<file path="config.mk">
export PLATFORM = sky130hd
export DESIGN_NAME = text_line_tab_wrap_renderer_unit_flat
export DESIGN_NICKNAME = d
export VERILOG_FILES = /design/src/hdl/tlw_pkg.sv /design/src/hdl/tlw_in_if.sv /design/src/hdl/tlw_out_if.sv /design/src/hdl/tlw_step.sv /design/src/hdl/text_line_tab_wrap_renderer_unit.sv /design/src/flat_wrapper.sv
export SDC_FILE = /design/constraint.sdc
export NUM_CORES = 1
export LEC_CHECK = 0
export BUFFER_PORTS_ARGS = -buffer_cell sky130_fd_sc_hd__buf_4
export CORE_MARGIN = 5
export CORE_UTILIZATION = 45
export CTS_CLUSTER_SIZE = 25
export DETAILED_ROUTE_END_ITERATION = 10
export GPL_ROUTABILITY_DRIVEN = 0
export PLACE_DENSITY = 0.65
export SLEW_MARGIN = 20
export SYNTH_ARGS = -nofsm -noshare
export SYNTH_HDL_FRONTEND = slang
export SYNTH_SLANG_ARGS = --single-unit
export TNS_END_PERCENT = 10
</file>
<file path="constraint.sdc">
create_clock -name clk_i -period 7.7 [get_ports clk_i]
set_input_delay 0.385 -clock clk_i [delete_from_list [all_inputs] [get_ports clk_i]]
set_output_delay 0.385 -clock clk_i [all_outputs]
set_load 0.1 [all_outputs]
</file>
<file path="src/hdl/tlw_pkg.sv">
// Package for the tab-expanding line renderer: codes, state and result types,
// and small helpers shared by the step logic, the channel interfaces and the top level.
// No dependencies.
package tlw_pkg;

  localparam int unsigned CodeW    = 8;
  localparam int unsigned ColW     = 8;
  localparam int unsigned RowW     = 8;
  localparam int unsigned PhaseW   = 4;
  localparam int unsigned TabW     = 5;
  localparam int unsigned CfgDataW = 8;

  localparam logic [CodeW-1:0] CharTab        = 8'h09;
  localparam logic [CodeW-1:0] CharSpace      = 8'h20;
  localparam logic [CodeW-1:0] CharFill       = 8'h00;
  localparam logic [CodeW-1:0] CharPrintFirst = 8'h20;
  localparam logic [CodeW-1:0] CharPrintLast  = 8'h7E;

  localparam logic [TabW-1:0] TabWidthMax   = 5'd16;
  localparam logic [TabW-1:0] TabWidthMin   = 5'd1;
  localparam logic [TabW-1:0] TabWidthReset = 5'd8;
  localparam logic [ColW-1:0] MaxColsMin    = 8'd1;
  localparam logic [ColW-1:0] MaxColsReset  = 8'd80;
  localparam logic [RowW-1:0] RowLast       = 8'd255;

  typedef enum logic {
    OP_CHAR = 1'b0,
    OP_EOL  = 1'b1
  } op_e;

  typedef enum logic {
    CFG_TAB_STOP  = 1'b0,
    CFG_ROW_CELLS = 1'b1
  } cfg_idx_e;

  typedef struct packed {
    logic [ColW-1:0]   column;
    logic [PhaseW-1:0] tab_phase;
    logic [RowW-1:0]   row;
  } state_t;

  typedef struct packed {
    logic [TabW-1:0] tab_stop;
    logic [ColW-1:0] row_cells;
  } cfg_t;

  typedef struct packed {
    logic             operation;
    logic [CodeW-1:0] ch;
    logic             first;
    logic [RowW-1:0]  start_row;
  } item_t;

  typedef struct packed {
    logic [RowW-1:0]  run_row;
    logic [ColW-1:0]  run_column;
    logic [ColW-1:0]  run_length;
    logic [CodeW-1:0] code;
    logic [RowW-1:0]  next_row;
    logic [ColW-1:0]  column_after;
  } result_t;

  // Next row, held at the last row.
  function automatic logic [RowW-1:0] row_inc(input logic [RowW-1:0] r);
    row_inc = (r == RowLast) ? RowLast : r + 1'b1;
  endfunction

endpackage

</file>
<file path="src/hdl/tlw_in_if.sv">
// Input channel of the line renderer: valid/ready handshake and one character item.
// Depends on tlw_pkg.
interface tlw_in_if;
  import tlw_pkg::*;

  logic             valid;
  logic             ready;
  logic             operation;
  logic [CodeW-1:0] ch;
  logic             first;
  logic [RowW-1:0]  start_row;

  modport source (output valid, operation, ch, first, start_row, input ready);
  modport sink   (input valid, operation, ch, first, start_row, output ready);
endinterface

</file>
<file path="src/hdl/tlw_out_if.sv">
// Output channel of the line renderer: valid/ready handshake and one run write.
// Depends on tlw_pkg.
interface tlw_out_if;
  import tlw_pkg::*;

  logic             valid;
  logic             ready;
  logic [RowW-1:0]  run_row;
  logic [ColW-1:0]  run_column;
  logic [ColW-1:0]  run_length;
  logic [CodeW-1:0] code;
  logic [RowW-1:0]  next_row;
  logic [ColW-1:0]  column_after;

  modport source (output valid, run_row, run_column, run_length, code, next_row,
                  column_after, input ready);
  modport sink   (input valid, run_row, run_column, run_length, code, next_row,
                  column_after, output ready);
endinterface

</file>
<file path="src/hdl/tlw_step.sv">
// Combinational step of the line renderer: from the held cursor state, the
// registers and one word, works out the run write and the next cursor state.
// Depends on tlw_pkg.
module tlw_step (
  input  tlw_pkg::state_t  state_i,
  input  tlw_pkg::cfg_t    cfg_i,
  input  tlw_pkg::item_t   item_i,
  output tlw_pkg::state_t  state_o,
  output tlw_pkg::result_t result_o,
  output logic             has_result_o
);
  import tlw_pkg::*;

  logic [TabW-1:0]   tw;
  logic [ColW-1:0]   mc;
  logic [ColW-1:0]   col0, col1;
  logic [RowW-1:0]   row0, row1;
  logic [PhaseW-1:0] ph0;
  logic [TabW-1:0]   phase1;
  logic [TabW-1:0]   phase_sum;
  logic [TabW-1:0]   step;
  logic [ColW:0]     end_col;
  logic              is_tab, is_print, is_eol;
  logic [CodeW-1:0]  code;

  always_comb begin
    // clamp the registers to their working ranges
    if (cfg_i.tab_stop == '0) begin
      tw = TabWidthMin;
    end else if (cfg_i.tab_stop > TabWidthMax) begin
      tw = TabWidthMax;
    end else begin
      tw = cfg_i.tab_stop;
    end
    mc = (cfg_i.row_cells == '0) ? MaxColsMin : cfg_i.row_cells;

    // first word of a line restarts the cursor
    if (item_i.first) begin
      col0 = '0;
      ph0  = '0;
      row0 = item_i.start_row;
    end else begin
      col0 = state_i.column;
      ph0  = state_i.tab_phase;
      row0 = state_i.row;
    end

    is_eol   = (op_e'(item_i.operation) == OP_EOL);
    is_tab   = !is_eol && (item_i.ch == CharTab);
    is_print = !is_eol && (item_i.ch >= CharPrintFirst) && (item_i.ch <= CharPrintLast);
    has_result_o = is_eol || is_tab || is_print;

    phase1 = ({1'b0, ph0} >= tw) ? '0 : {1'b0, ph0};

    if (is_tab) begin
      step = tw - phase1;
      code = CharSpace;
    end else if (is_print) begin
      step = TabW'(1);
      code = item_i.ch;
    end else begin
      step = '0;
      code = CharFill;
    end

    // column left past a narrowed row: wrap before the run
    if (col0 >= mc) begin
      col1   = '0;
      phase1 = '0;
      row1   = row_inc(row0);
    end else begin
      col1 = col0;
      row1 = row0;
    end

    end_col   = {1'b0, col1} + {{(ColW+1-TabW){1'b0}}, step};
    phase_sum = phase1 + step;

    result_o.run_row    = row1;
    result_o.run_column = col1;
    result_o.code       = code;

    if (is_eol) begin
      result_o.run_length = mc - col1;
      state_o.column      = '0;
      state_o.tab_phase   = '0;
      state_o.row         = row_inc(row1);
    end else begin
      result_o.run_length = (end_col > {1'b0, mc}) ? (mc - col1)
                                                   : {{(ColW-TabW){1'b0}}, step};
      if (end_col >= {1'b0, mc}) begin
        // reached the right edge: drop any tab overshoot and wrap
        state_o.column    = '0;
        state_o.tab_phase = '0;
        state_o.row       = row_inc(row1);
      end else begin
        state_o.column    = end_col[ColW-1:0];
        state_o.tab_phase = (phase_sum >= tw) ? '0 : phase_sum[PhaseW-1:0];
        state_o.row       = row1;
      end
    end

    result_o.next_row     = state_o.row;
    result_o.column_after = state_o.column;

    // ignored byte: keep only the line restart
    if (!has_result_o) begin
      state_o.column    = col0;
      state_o.tab_phase = ph0;
      state_o.row       = row0;
    end
  end

endmodule

</file>
<file path="src/hdl/text_line_tab_wrap_renderer_unit.sv">
// Top level of the tab-expanding line renderer: registers, cursor state,
// result register and handshakes. Depends on tlw_pkg, tlw_in_if, tlw_out_if, tlw_step.
//
//  channel   dir  handshake          word
//  in_i      in   valid/ready        operation, ch, first, start_row
//  out_o     out  valid/ready        run_row, run_column, run_length, code,
//                                    next_row, column_after
//  cfg       in   cfg_we_i (no wait) cfg_index_i, cfg_data_i
//
// One word is taken every cycle unless held off (below); a word that gives a run
// is loaded into the result register at the edge that takes it. The cursor (column,
// tab phase, row) is updated at that same edge, so the next word follows straight on.
// A stalled result holds the input off only while the result register is full
// and out_o.ready is low. Reset clears the cursor and sets tab width 8, 80 columns.
module text_line_tab_wrap_renderer_unit (
  input  logic                       clk_i,
  input  logic                       rst_ni,
  input  logic                       cfg_we_i,
  input  logic                       cfg_index_i,
  input  logic [tlw_pkg::CfgDataW-1:0] cfg_data_i,
  tlw_in_if.sink                     in_i,
  tlw_out_if.source                  out_o
);
  import tlw_pkg::*;

  cfg_t    cfg_q;
  state_t  state_q, state_d;
  item_t   item;
  result_t result, result_q;
  logic    has_result;
  logic    out_valid_q, out_valid_d;
  logic    accept;

  always_ff @(posedge clk_i or negedge rst_ni) begin
    if (!rst_ni) begin
      cfg_q.tab_stop  <= TabWidthReset;
      cfg_q.row_cells <= MaxColsReset;
    end else if (cfg_we_i) begin
      unique case (cfg_idx_e'(cfg_index_i))
        CFG_TAB_STOP:  cfg_q.tab_stop  <= cfg_data_i[TabW-1:0];
        CFG_ROW_CELLS: cfg_q.row_cells <= cfg_data_i[ColW-1:0];
        default:       cfg_q           <= cfg_q;
      endcase
    end
  end

  assign item.operation = in_i.operation;
  assign item.ch        = in_i.ch;
  assign item.first     = in_i.first;
  assign item.start_row = in_i.start_row;

  tlw_step u_step (
    .state_i      (state_q),
    .cfg_i        (cfg_q),
    .item_i       (item),
    .state_o      (state_d),
    .result_o     (result),
    .has_result_o (has_result)
  );

  assign in_i.ready = !out_valid_q || out_o.ready;
  assign accept     = in_i.valid && in_i.ready;

  always_comb begin
    out_valid_d = out_valid_q && !out_o.ready;
    if (accept && has_result) begin
      out_valid_d = 1'b1;
    end
  end

  always_ff @(posedge clk_i or negedge rst_ni) begin
    if (!rst_ni) begin
      state_q     <= '0;
      out_valid_q <= 1'b0;
    end else begin
      out_valid_q <= out_valid_d;
      if (accept) begin
        state_q <= state_d;
      end
    end
  end

  // payload: load only when a run is taken
  always_ff @(posedge clk_i) begin
    if (accept && has_result) begin
      result_q <= result;
    end
  end

  assign out_o.valid        = out_valid_q;
  assign out_o.run_row      = result_q.run_row;
  assign out_o.run_column   = result_q.run_column;
  assign out_o.run_length   = result_q.run_length;
  assign out_o.code         = result_q.code;
  assign out_o.next_row     = result_q.next_row;
  assign out_o.column_after = result_q.column_after;

endmodule
</file>
<file path="src/flat_wrapper.sv">
// flat-port wrapper written by rule: the top's interface ports become plain ports
module text_line_tab_wrap_renderer_unit_flat import tlw_pkg::*;
  (clk_i, rst_ni, cfg_we_i, cfg_index_i, cfg_data_i, in_i_valid, in_i_operation, in_i_ch, in_i_first, in_i_start_row, in_i_ready, out_o_valid, out_o_run_row, out_o_run_column, out_o_run_length, out_o_code, out_o_next_row, out_o_column_after, out_o_ready);
  tlw_in_if in_i_i ();
  tlw_out_if out_o_i ();
  input  logic clk_i;
  input  logic rst_ni;
  input  logic cfg_we_i;
  input  logic cfg_index_i;
  input  logic [tlw_pkg::CfgDataW-1:0] cfg_data_i;
  input wire logic [$bits(in_i_i.valid)-1:0] in_i_valid;
  input wire logic [$bits(in_i_i.operation)-1:0] in_i_operation;
  input wire logic [$bits(in_i_i.ch)-1:0] in_i_ch;
  input wire logic [$bits(in_i_i.first)-1:0] in_i_first;
  input wire logic [$bits(in_i_i.start_row)-1:0] in_i_start_row;
  output wire logic [$bits(in_i_i.ready)-1:0] in_i_ready;
  output wire logic [$bits(out_o_i.valid)-1:0] out_o_valid;
  output wire logic [$bits(out_o_i.run_row)-1:0] out_o_run_row;
  output wire logic [$bits(out_o_i.run_column)-1:0] out_o_run_column;
  output wire logic [$bits(out_o_i.run_length)-1:0] out_o_run_length;
  output wire logic [$bits(out_o_i.code)-1:0] out_o_code;
  output wire logic [$bits(out_o_i.next_row)-1:0] out_o_next_row;
  output wire logic [$bits(out_o_i.column_after)-1:0] out_o_column_after;
  input wire logic [$bits(out_o_i.ready)-1:0] out_o_ready;
  assign in_i_i.valid = in_i_valid;
  assign in_i_i.operation = in_i_operation;
  assign in_i_i.ch = in_i_ch;
  assign in_i_i.first = in_i_first;
  assign in_i_i.start_row = in_i_start_row;
  assign in_i_ready = in_i_i.ready;
  assign out_o_valid = out_o_i.valid;
  assign out_o_run_row = out_o_i.run_row;
  assign out_o_run_column = out_o_i.run_column;
  assign out_o_run_length = out_o_i.run_length;
  assign out_o_code = out_o_i.code;
  assign out_o_next_row = out_o_i.next_row;
  assign out_o_column_after = out_o_i.column_after;
  assign out_o_i.ready = out_o_ready;
  text_line_tab_wrap_renderer_unit u_core (.clk_i(clk_i), .rst_ni(rst_ni), .cfg_we_i(cfg_we_i), .cfg_index_i(cfg_index_i), .cfg_data_i(cfg_data_i), .in_i(in_i_i), .out_o(out_o_i));
endmodule
</file>
======== Yosys cells after proc, flatten, opt, wreduce, memory -nomap -nowiden ========
Cells that the tools add are included.
Widths: inputs -> output; s select.
cells by class
  add/subtract/negate cells ............... 6
  $lt $le $gt $ge ......................... 8
  equality and inequality tests ........... 3
  muxes and demuxes ....................... 22
  bitwise logic cells ..................... 2
  reduce and logical (&&, ||, !) cells .... 17
operators with widths
  kind                 count
  $mux 8               9
  $mux 20              3
  $add 8x1->8 const B  2
  $eq 8x8->1 const B   2
  $mux 4               4
  $mux 5               3
  $add 8x5->9          1
  $ge 9x8->1           1
  $gt 9x8->1           1
  $eq 8x4->1 const B   1
  $ge 8x6->1 const B   1
  $ge 8x8->1           1
  $le 8x7->1 const B   1
  $logic_not 8->1      1
  $sub 8x8->8          1
  $logic_and 1x1->1    6
  $mux 6               1
  $add 5x5->5          1
  $ge 4x5->1           1
  $ge 5x5->1           1
  $gt 5x5->1 const B   1
  $logic_not 5->1      1
  $sub 5x4->5          1
  $reduce_and 2->1     2
  other kinds (5)      11
storage, ports and cells
  bits in registers ....................... 82
  input port bits ......................... 32
  output and inout port bits .............. 50
  logic and storage cells ................. 71

======== Longest topological paths before layout ========
  depth in word-level cells ............... 13
  gate-level depth with buffers ........... 33
  mapped depth without buffers ............ 32

======== Modules after synthesis ========
From an unflattened synthesis, not the netlist that was laid out.
unflattened totals
  cells, all modules ...................... 538
  area total of the unflattened synthesis .. 5753.0 µm²
by module, submodules not included
  module                            instances  cells each  area an instance (µm²)  seq. area each (µm²)
  tlw_step                          1          414         2919.0                  0.0
  text_line_tab_wrap_renderer_unit  1          124         2834.0                  2296.0

======== Worst setup path after synthesis ========
OpenSTA, ideal clock, no wires.
  path kind ............................... input to register
  start point ............................. input in_i_first
  end point ............................... register u_core.state_q[11] (netlist name)
  library setup time ...................... 67 ps
  data arrival time ....................... 6586 ps
  data required time ...................... 7633 ps
  path slack .............................. 1046 ps
  cell stages on the path ................. 31
  path through ............................ buf_2 buf_2 buf_2 clkbuf_1 nor2b_1 ha_1 a21o_1 a21oi_1 nor2b_1 o21ai_1 nor2b_1 ha_1 inv_1 fa_1 inv_1 nor2_1 ha_1 a21o_1 a21oi_1 o21bai_1 a21oi_1 xor2_1 ha_1 o21a_1 o21a_1 o22ai_1 nand2_1 or2_2 a2111oi_0 and2_1 a22o_1
between the ends
  longest elaborated chain between the ends .. 11
  elaborated cells on any way between the ends .. 17
RTL lines
  what                                                  RTL line                                RTL
  from (decl)                                           flat_wrapper.sv:14                      input wire logic [$bits(in_i_i.first)-1:0] in_i_first;
  branches (longest 10 deep; another with $add 8x5->9)  -
  $mux 20 (*)                                           tlw_step.sv:107                         if (!has_result_o) begin
  to (signal assigned)                                  text_line_tab_wrap_renderer_unit.sv:78  state_q <= state_d;
  to (decl)                                             text_line_tab_wrap_renderer_unit.sv:27  state_t state_q, state_d;
Mark *: on every way between the ends.
A chain may end at the register's enable or synchronous reset.

======== Worst setup path after layout ========
  start point ............................. register u_core.cfg_q[9] (netlist name)
  end point ............................... register u_core.state_q[11] (netlist name)
between the ends
  longest elaborated chain between the ends .. 13
  elaborated cells on any way between the ends .. 17
RTL lines
  what                                                 RTL line                                RTL
  from (decl)                                          text_line_tab_wrap_renderer_unit.sv:26  cfg_t cfg_q;
  from (signal assigned)                               text_line_tab_wrap_renderer_unit.sv:42  default: cfg_q <= cfg_q;
  $gt 5x5->1                                           tlw_step.sv:30                          end else if (cfg_i.tab_stop > TabWidthMax) begin
  $mux 5                                               tlw_step.sv:30
  $mux 5 (*)                                           tlw_step.sv:28                          if (cfg_i.tab_stop == '0) begin
  branches (longest 7 deep; another with $add 8x5->9)  -
  $mux 20 (*)                                          tlw_step.sv:91                          if (end_col >= {1'b0, mc}) begin
  $mux 20 (*)                                          tlw_step.sv:83                          if (is_eol) begin
  $mux 20 (*)                                          tlw_step.sv:107
Marks and branches as above.

==> results by group <==
Finish
  – Filler cell count in the final layout: 1064
  – Nets: 693
  – End-of-flow core utilization: 54.0%
  – Most common library cell in the layout ignoring fill and taps: buf_4
  – Commonest non-fill, non-tap cells in the layout: 85 x buf_4, 48 x edfxtp_1, 47 x ha_1
  – Layout area overhead: 19.0%
  – Fraction of final layout cells with drive strength greater than 1: 22.0%

Global route
  – Met3 GRT Util: 4.01%
  – Antenna violations before repair: 0
  – All-Layer GR Usage: 19.3%
  – Total grt overflow: 0
  – Via count of the first global-routing pass: 4331
  – Met1 Track Usage GR: 24.9%
  – First-pass GRT wire length: 21900 µm
  – Routing layer with the top usage in global route: met2
  – GR met2 Demand/Resource: 31.1%
  – Largest net degree at the start of global routing: 52

Timing
  – Endpoints failing hold: 0
  – FMAX: 140 MHz
  – Max-slew violations: 0
  – Post-layout minimum cycle time: 7.14 ns
  – Fin Setup TNS: 0 ns
  – Worst slew margin relative to its limit: 29.4%
  – Final Setup Violations: 0
  – Worst hold margin: 0.000131 ns
  – Final period utilization: 92.7%
  – Fin Clk Skew: 0.00471 ns
  – Setup repair after global routing missed its margin: no
  – Transition time of the tightest slew-check pin: 1.06 ns

Worst setup path
  – Library cell appearing most often on the critical path: ha_1
  – Critical path peak fanout: 8
  – Critical path required time: 7.98 ns
  – Number of buffers and inverters on the critical path: 2
  – Crit path DAT: 7.42 ns
  – Worst Setup End Kind: register
  – Cell family contributing the most delay on the critical path: compound AO/OA/AOI/OAI gates
  – Critical Path Slowest Stage Cell: a2111oi_0
  – Crit path kind: register to register
  – Total stage count of the critical path: 30
  – Cell count of the worst reg-to-reg path: 30
  – Critical Path Source Type: register
  – Highest cell delay on the worst timing path: 0.51 ns

Synth
  – Fraction of the mapped netlist area in compound gates: 15.1%
  – Net Count, Synth: 615
  – Warning count from the yosys run: 0
  – Mean area per synthesized cell: 10.2 µm²
  – Share of flip-flops with an asynchronous set or reset: 41.5%
  – Number of distinct library cell variants in the gate-level netlist after synthesis: 64
  – Post-synthesis instance area: 5400 µm²
  – Post-synthesis share of cell area spent on and, or, nand and nor gates: 16.9%
  – Ys flop type: edfxtp_1
  – Portion of the post-synthesis area used by sequential elements: 42.5%
  – Main combinational cell family by area after synthesis: simple AND/OR/NAND/NOR gates
  – Most area-hungry cell type in the Yosys netlist: edfxtp_1
  – Xor/xnor cell area share of the yosys netlist: 3.08%
  – Biggest area contributors in the synthesized netlist: edfxtp_1 27%, dfrtp_1 14%, ha_1 11%, mux2_2 3.8%, inv_1 3.2%
  – Count of flip-flops with a built-in enable after synthesis: 48
  – Fraction of synthesized area in multiplexers: 5.42%
  – Portion of synthesized cell area occupied by the leading cell type: 26.7%
  – Gate Count Post-Synth: 532
  – Register bit count reported by yosys: 82
  – Post-synthesis share of cell area spent on full adders, half adders and majority gates: 12.4%

Clocking
  – Count of hold buffers inserted by post-cts repair: 0
  – Post-CTS setup buffer count: 0
  – CTS tree: built
  – # clock sinks: 82
  – Clock transition at the registers of the reported paths: 0.06 ns
  – Clk Latency, worst-skew pair: 0.35 ns
  – TritonCTS Buffers: 9
  – Post-cts sizing count: 0
  – Maximum clock insertion buffer count: 2
  – Clock root buffer: clkbuf_16
  – Depth of the CTS H-tree: 3

Detailed routing
  – Post-detailed-routing wire length: 13300 µm
  – Detailed-router iteration count before antenna repair: 5
  – DR WL/cell: 17.4 µm
  – Via count: 4259
  – DRC violations left: 0
  – Remaining antenna violation count: 0
  – First-iteration detailed-routing DRC count: 202
  – Vias per Instance: 5.58

Floorplan
  – Core Box Area: 11900 µm²
  – Boundary Pins: 82
  – Row Count: 40
  – Floorplan die area: 14300 µm²
  – Initial Util: 45.4%
  – Die Height: 120 µm
  – Die boundary width: 120 µm

Placement
  – Port-buffer cells: 81
  – Placed wire-length estimate: 10100 µm

Run
  – Max-cap viol count: 0

Pwr
  – Static Leak: 2.91 nW
  – Worst vdd ir: 0.127 mV
  – Total power: 0.00146 W
  – P per Cell Area: 228 nW/µm²

Worst hold path
  – Hold/Removal Path Class: input pin to async pin

Status
  – Run status: completed
[state kept, by name (all words and copies together), names as in the netlist]
| signal | count |
|---|---|
| u_core.cfg_q | 13 |
| u_core.out_o.code | 8 |
| u_core.out_o.column_after | 8 |
| u_core.out_o.next_row | 8 |
| u_core.out_o.run_column | 8 |
| u_core.out_o.run_length | 8 |
| u_core.out_o.run_row | 8 |
| u_core.out_o.valid | 1 |
| u_core.state_q | 20 |
[cells in the mapped netlist (6+ instances only)]
master,instances
nor3_1,14
nand2_1,43
dfrtp_1,31
xnor2_1,13
nor2b_1,15
mux2i_1,9
xor2_1,6
clkbuf_1,13
o21a_1,8
a22o_1,8
o21ai_0,21
a21o_1,10
nand3_1,6
inv_1,46
edfxtp_1,48
ha_1,47
nand2b_1,12
nor2_1,41
a21oi_1,24
and2_1,14
mux2_2,18
[per-layer routing]
metal	routed length, µm	share of wire, %
met1	6030	45
met4	328	2.5
met3	741	5.6
met2	6190	47
met5	0	0
[through the flow]
stage	setup WS (ns)	instance area, µm²	cells
floorplan	1.05	5400	532
finish	0.560	6430	763
global route	0.00824	6430	762
CTS	0.616	6430	762
detailed placement	0.657	6150	746
global placement	0.937	6150	746
[power by group]
part / total (W) / switching, W / internal (W) / leakage [nW]
clock network: 0.000402 / 0.000175 / 0.000227 / 0.125
registers: 0.000554 / 0.0000297 / 0.000524 / 0.875
logic: 0.000507 / 0.000346 / 0.000161 / 1.91
total: 0.00146 / 0.000551 / 0.000912 / 2.91
[layout make-up]
class | count | area, µm² | area share (%)
Antenna cell | 1 | 2.50 | 0.0389
Clock buffer | 12 | 246 | 3.83
Clock inverter | 4 | 27.5 | 0.428
Inverter | 46 | 173 | 2.69
Multi-Input combinational cell | 386 | 2860 | 44.5
Sequential cell | 82 | 2300 | 35.7
Tap cell | 147 | 184 | 2.86
Timing Repair Buffer | 85 | 638 | 9.93
[kinds of logic after synthesis]
kind of cell / Yosys count
AOI/OAI and AO/OA: 113
xor gates and xnor gates: 19
adders and majority gates: 51
buffers and inverters: 64
DFF: 82
muxes: 27
other: 1
and+or+nand+nor: 175
[path summary, 6_finish.rpt]
| check | slack (ns) | startpoint | end |
|---|---|---|---|
| max in group asynchronous | 7.35 | rst_ni | u_core.cfg_q[6] |
| setup reg to reg | 0.56 | u_core.cfg_q[9] | u_core.state_q[11] |
| hold reg to reg | 0.50 | u_core.state_q[18] | u_core.state_q[18] |
| min in group clk_i | 0.26 | cfg_data_i[4] | u_core.cfg_q[12] |
| hold / removal | 0.0001 | rst_ni | u_core.cfg_q[8] |
| setup / recovery | 0.56 | u_core.cfg_q[9] | u_core.state_q[11] |
[worst reg2reg max path, delay by kind of cell, from the launching register on]
family / cells / cell delay (ns)
compound gates: 12 / 2.63
simple gates: 10 / 2.14
fa+ha+maj: 5 / 1.56
flops: 1 / 0.39
xor+xnor: 1 / 0.25
buf+inv: 2 / 0.11
(Power assumes the default switching activity.)
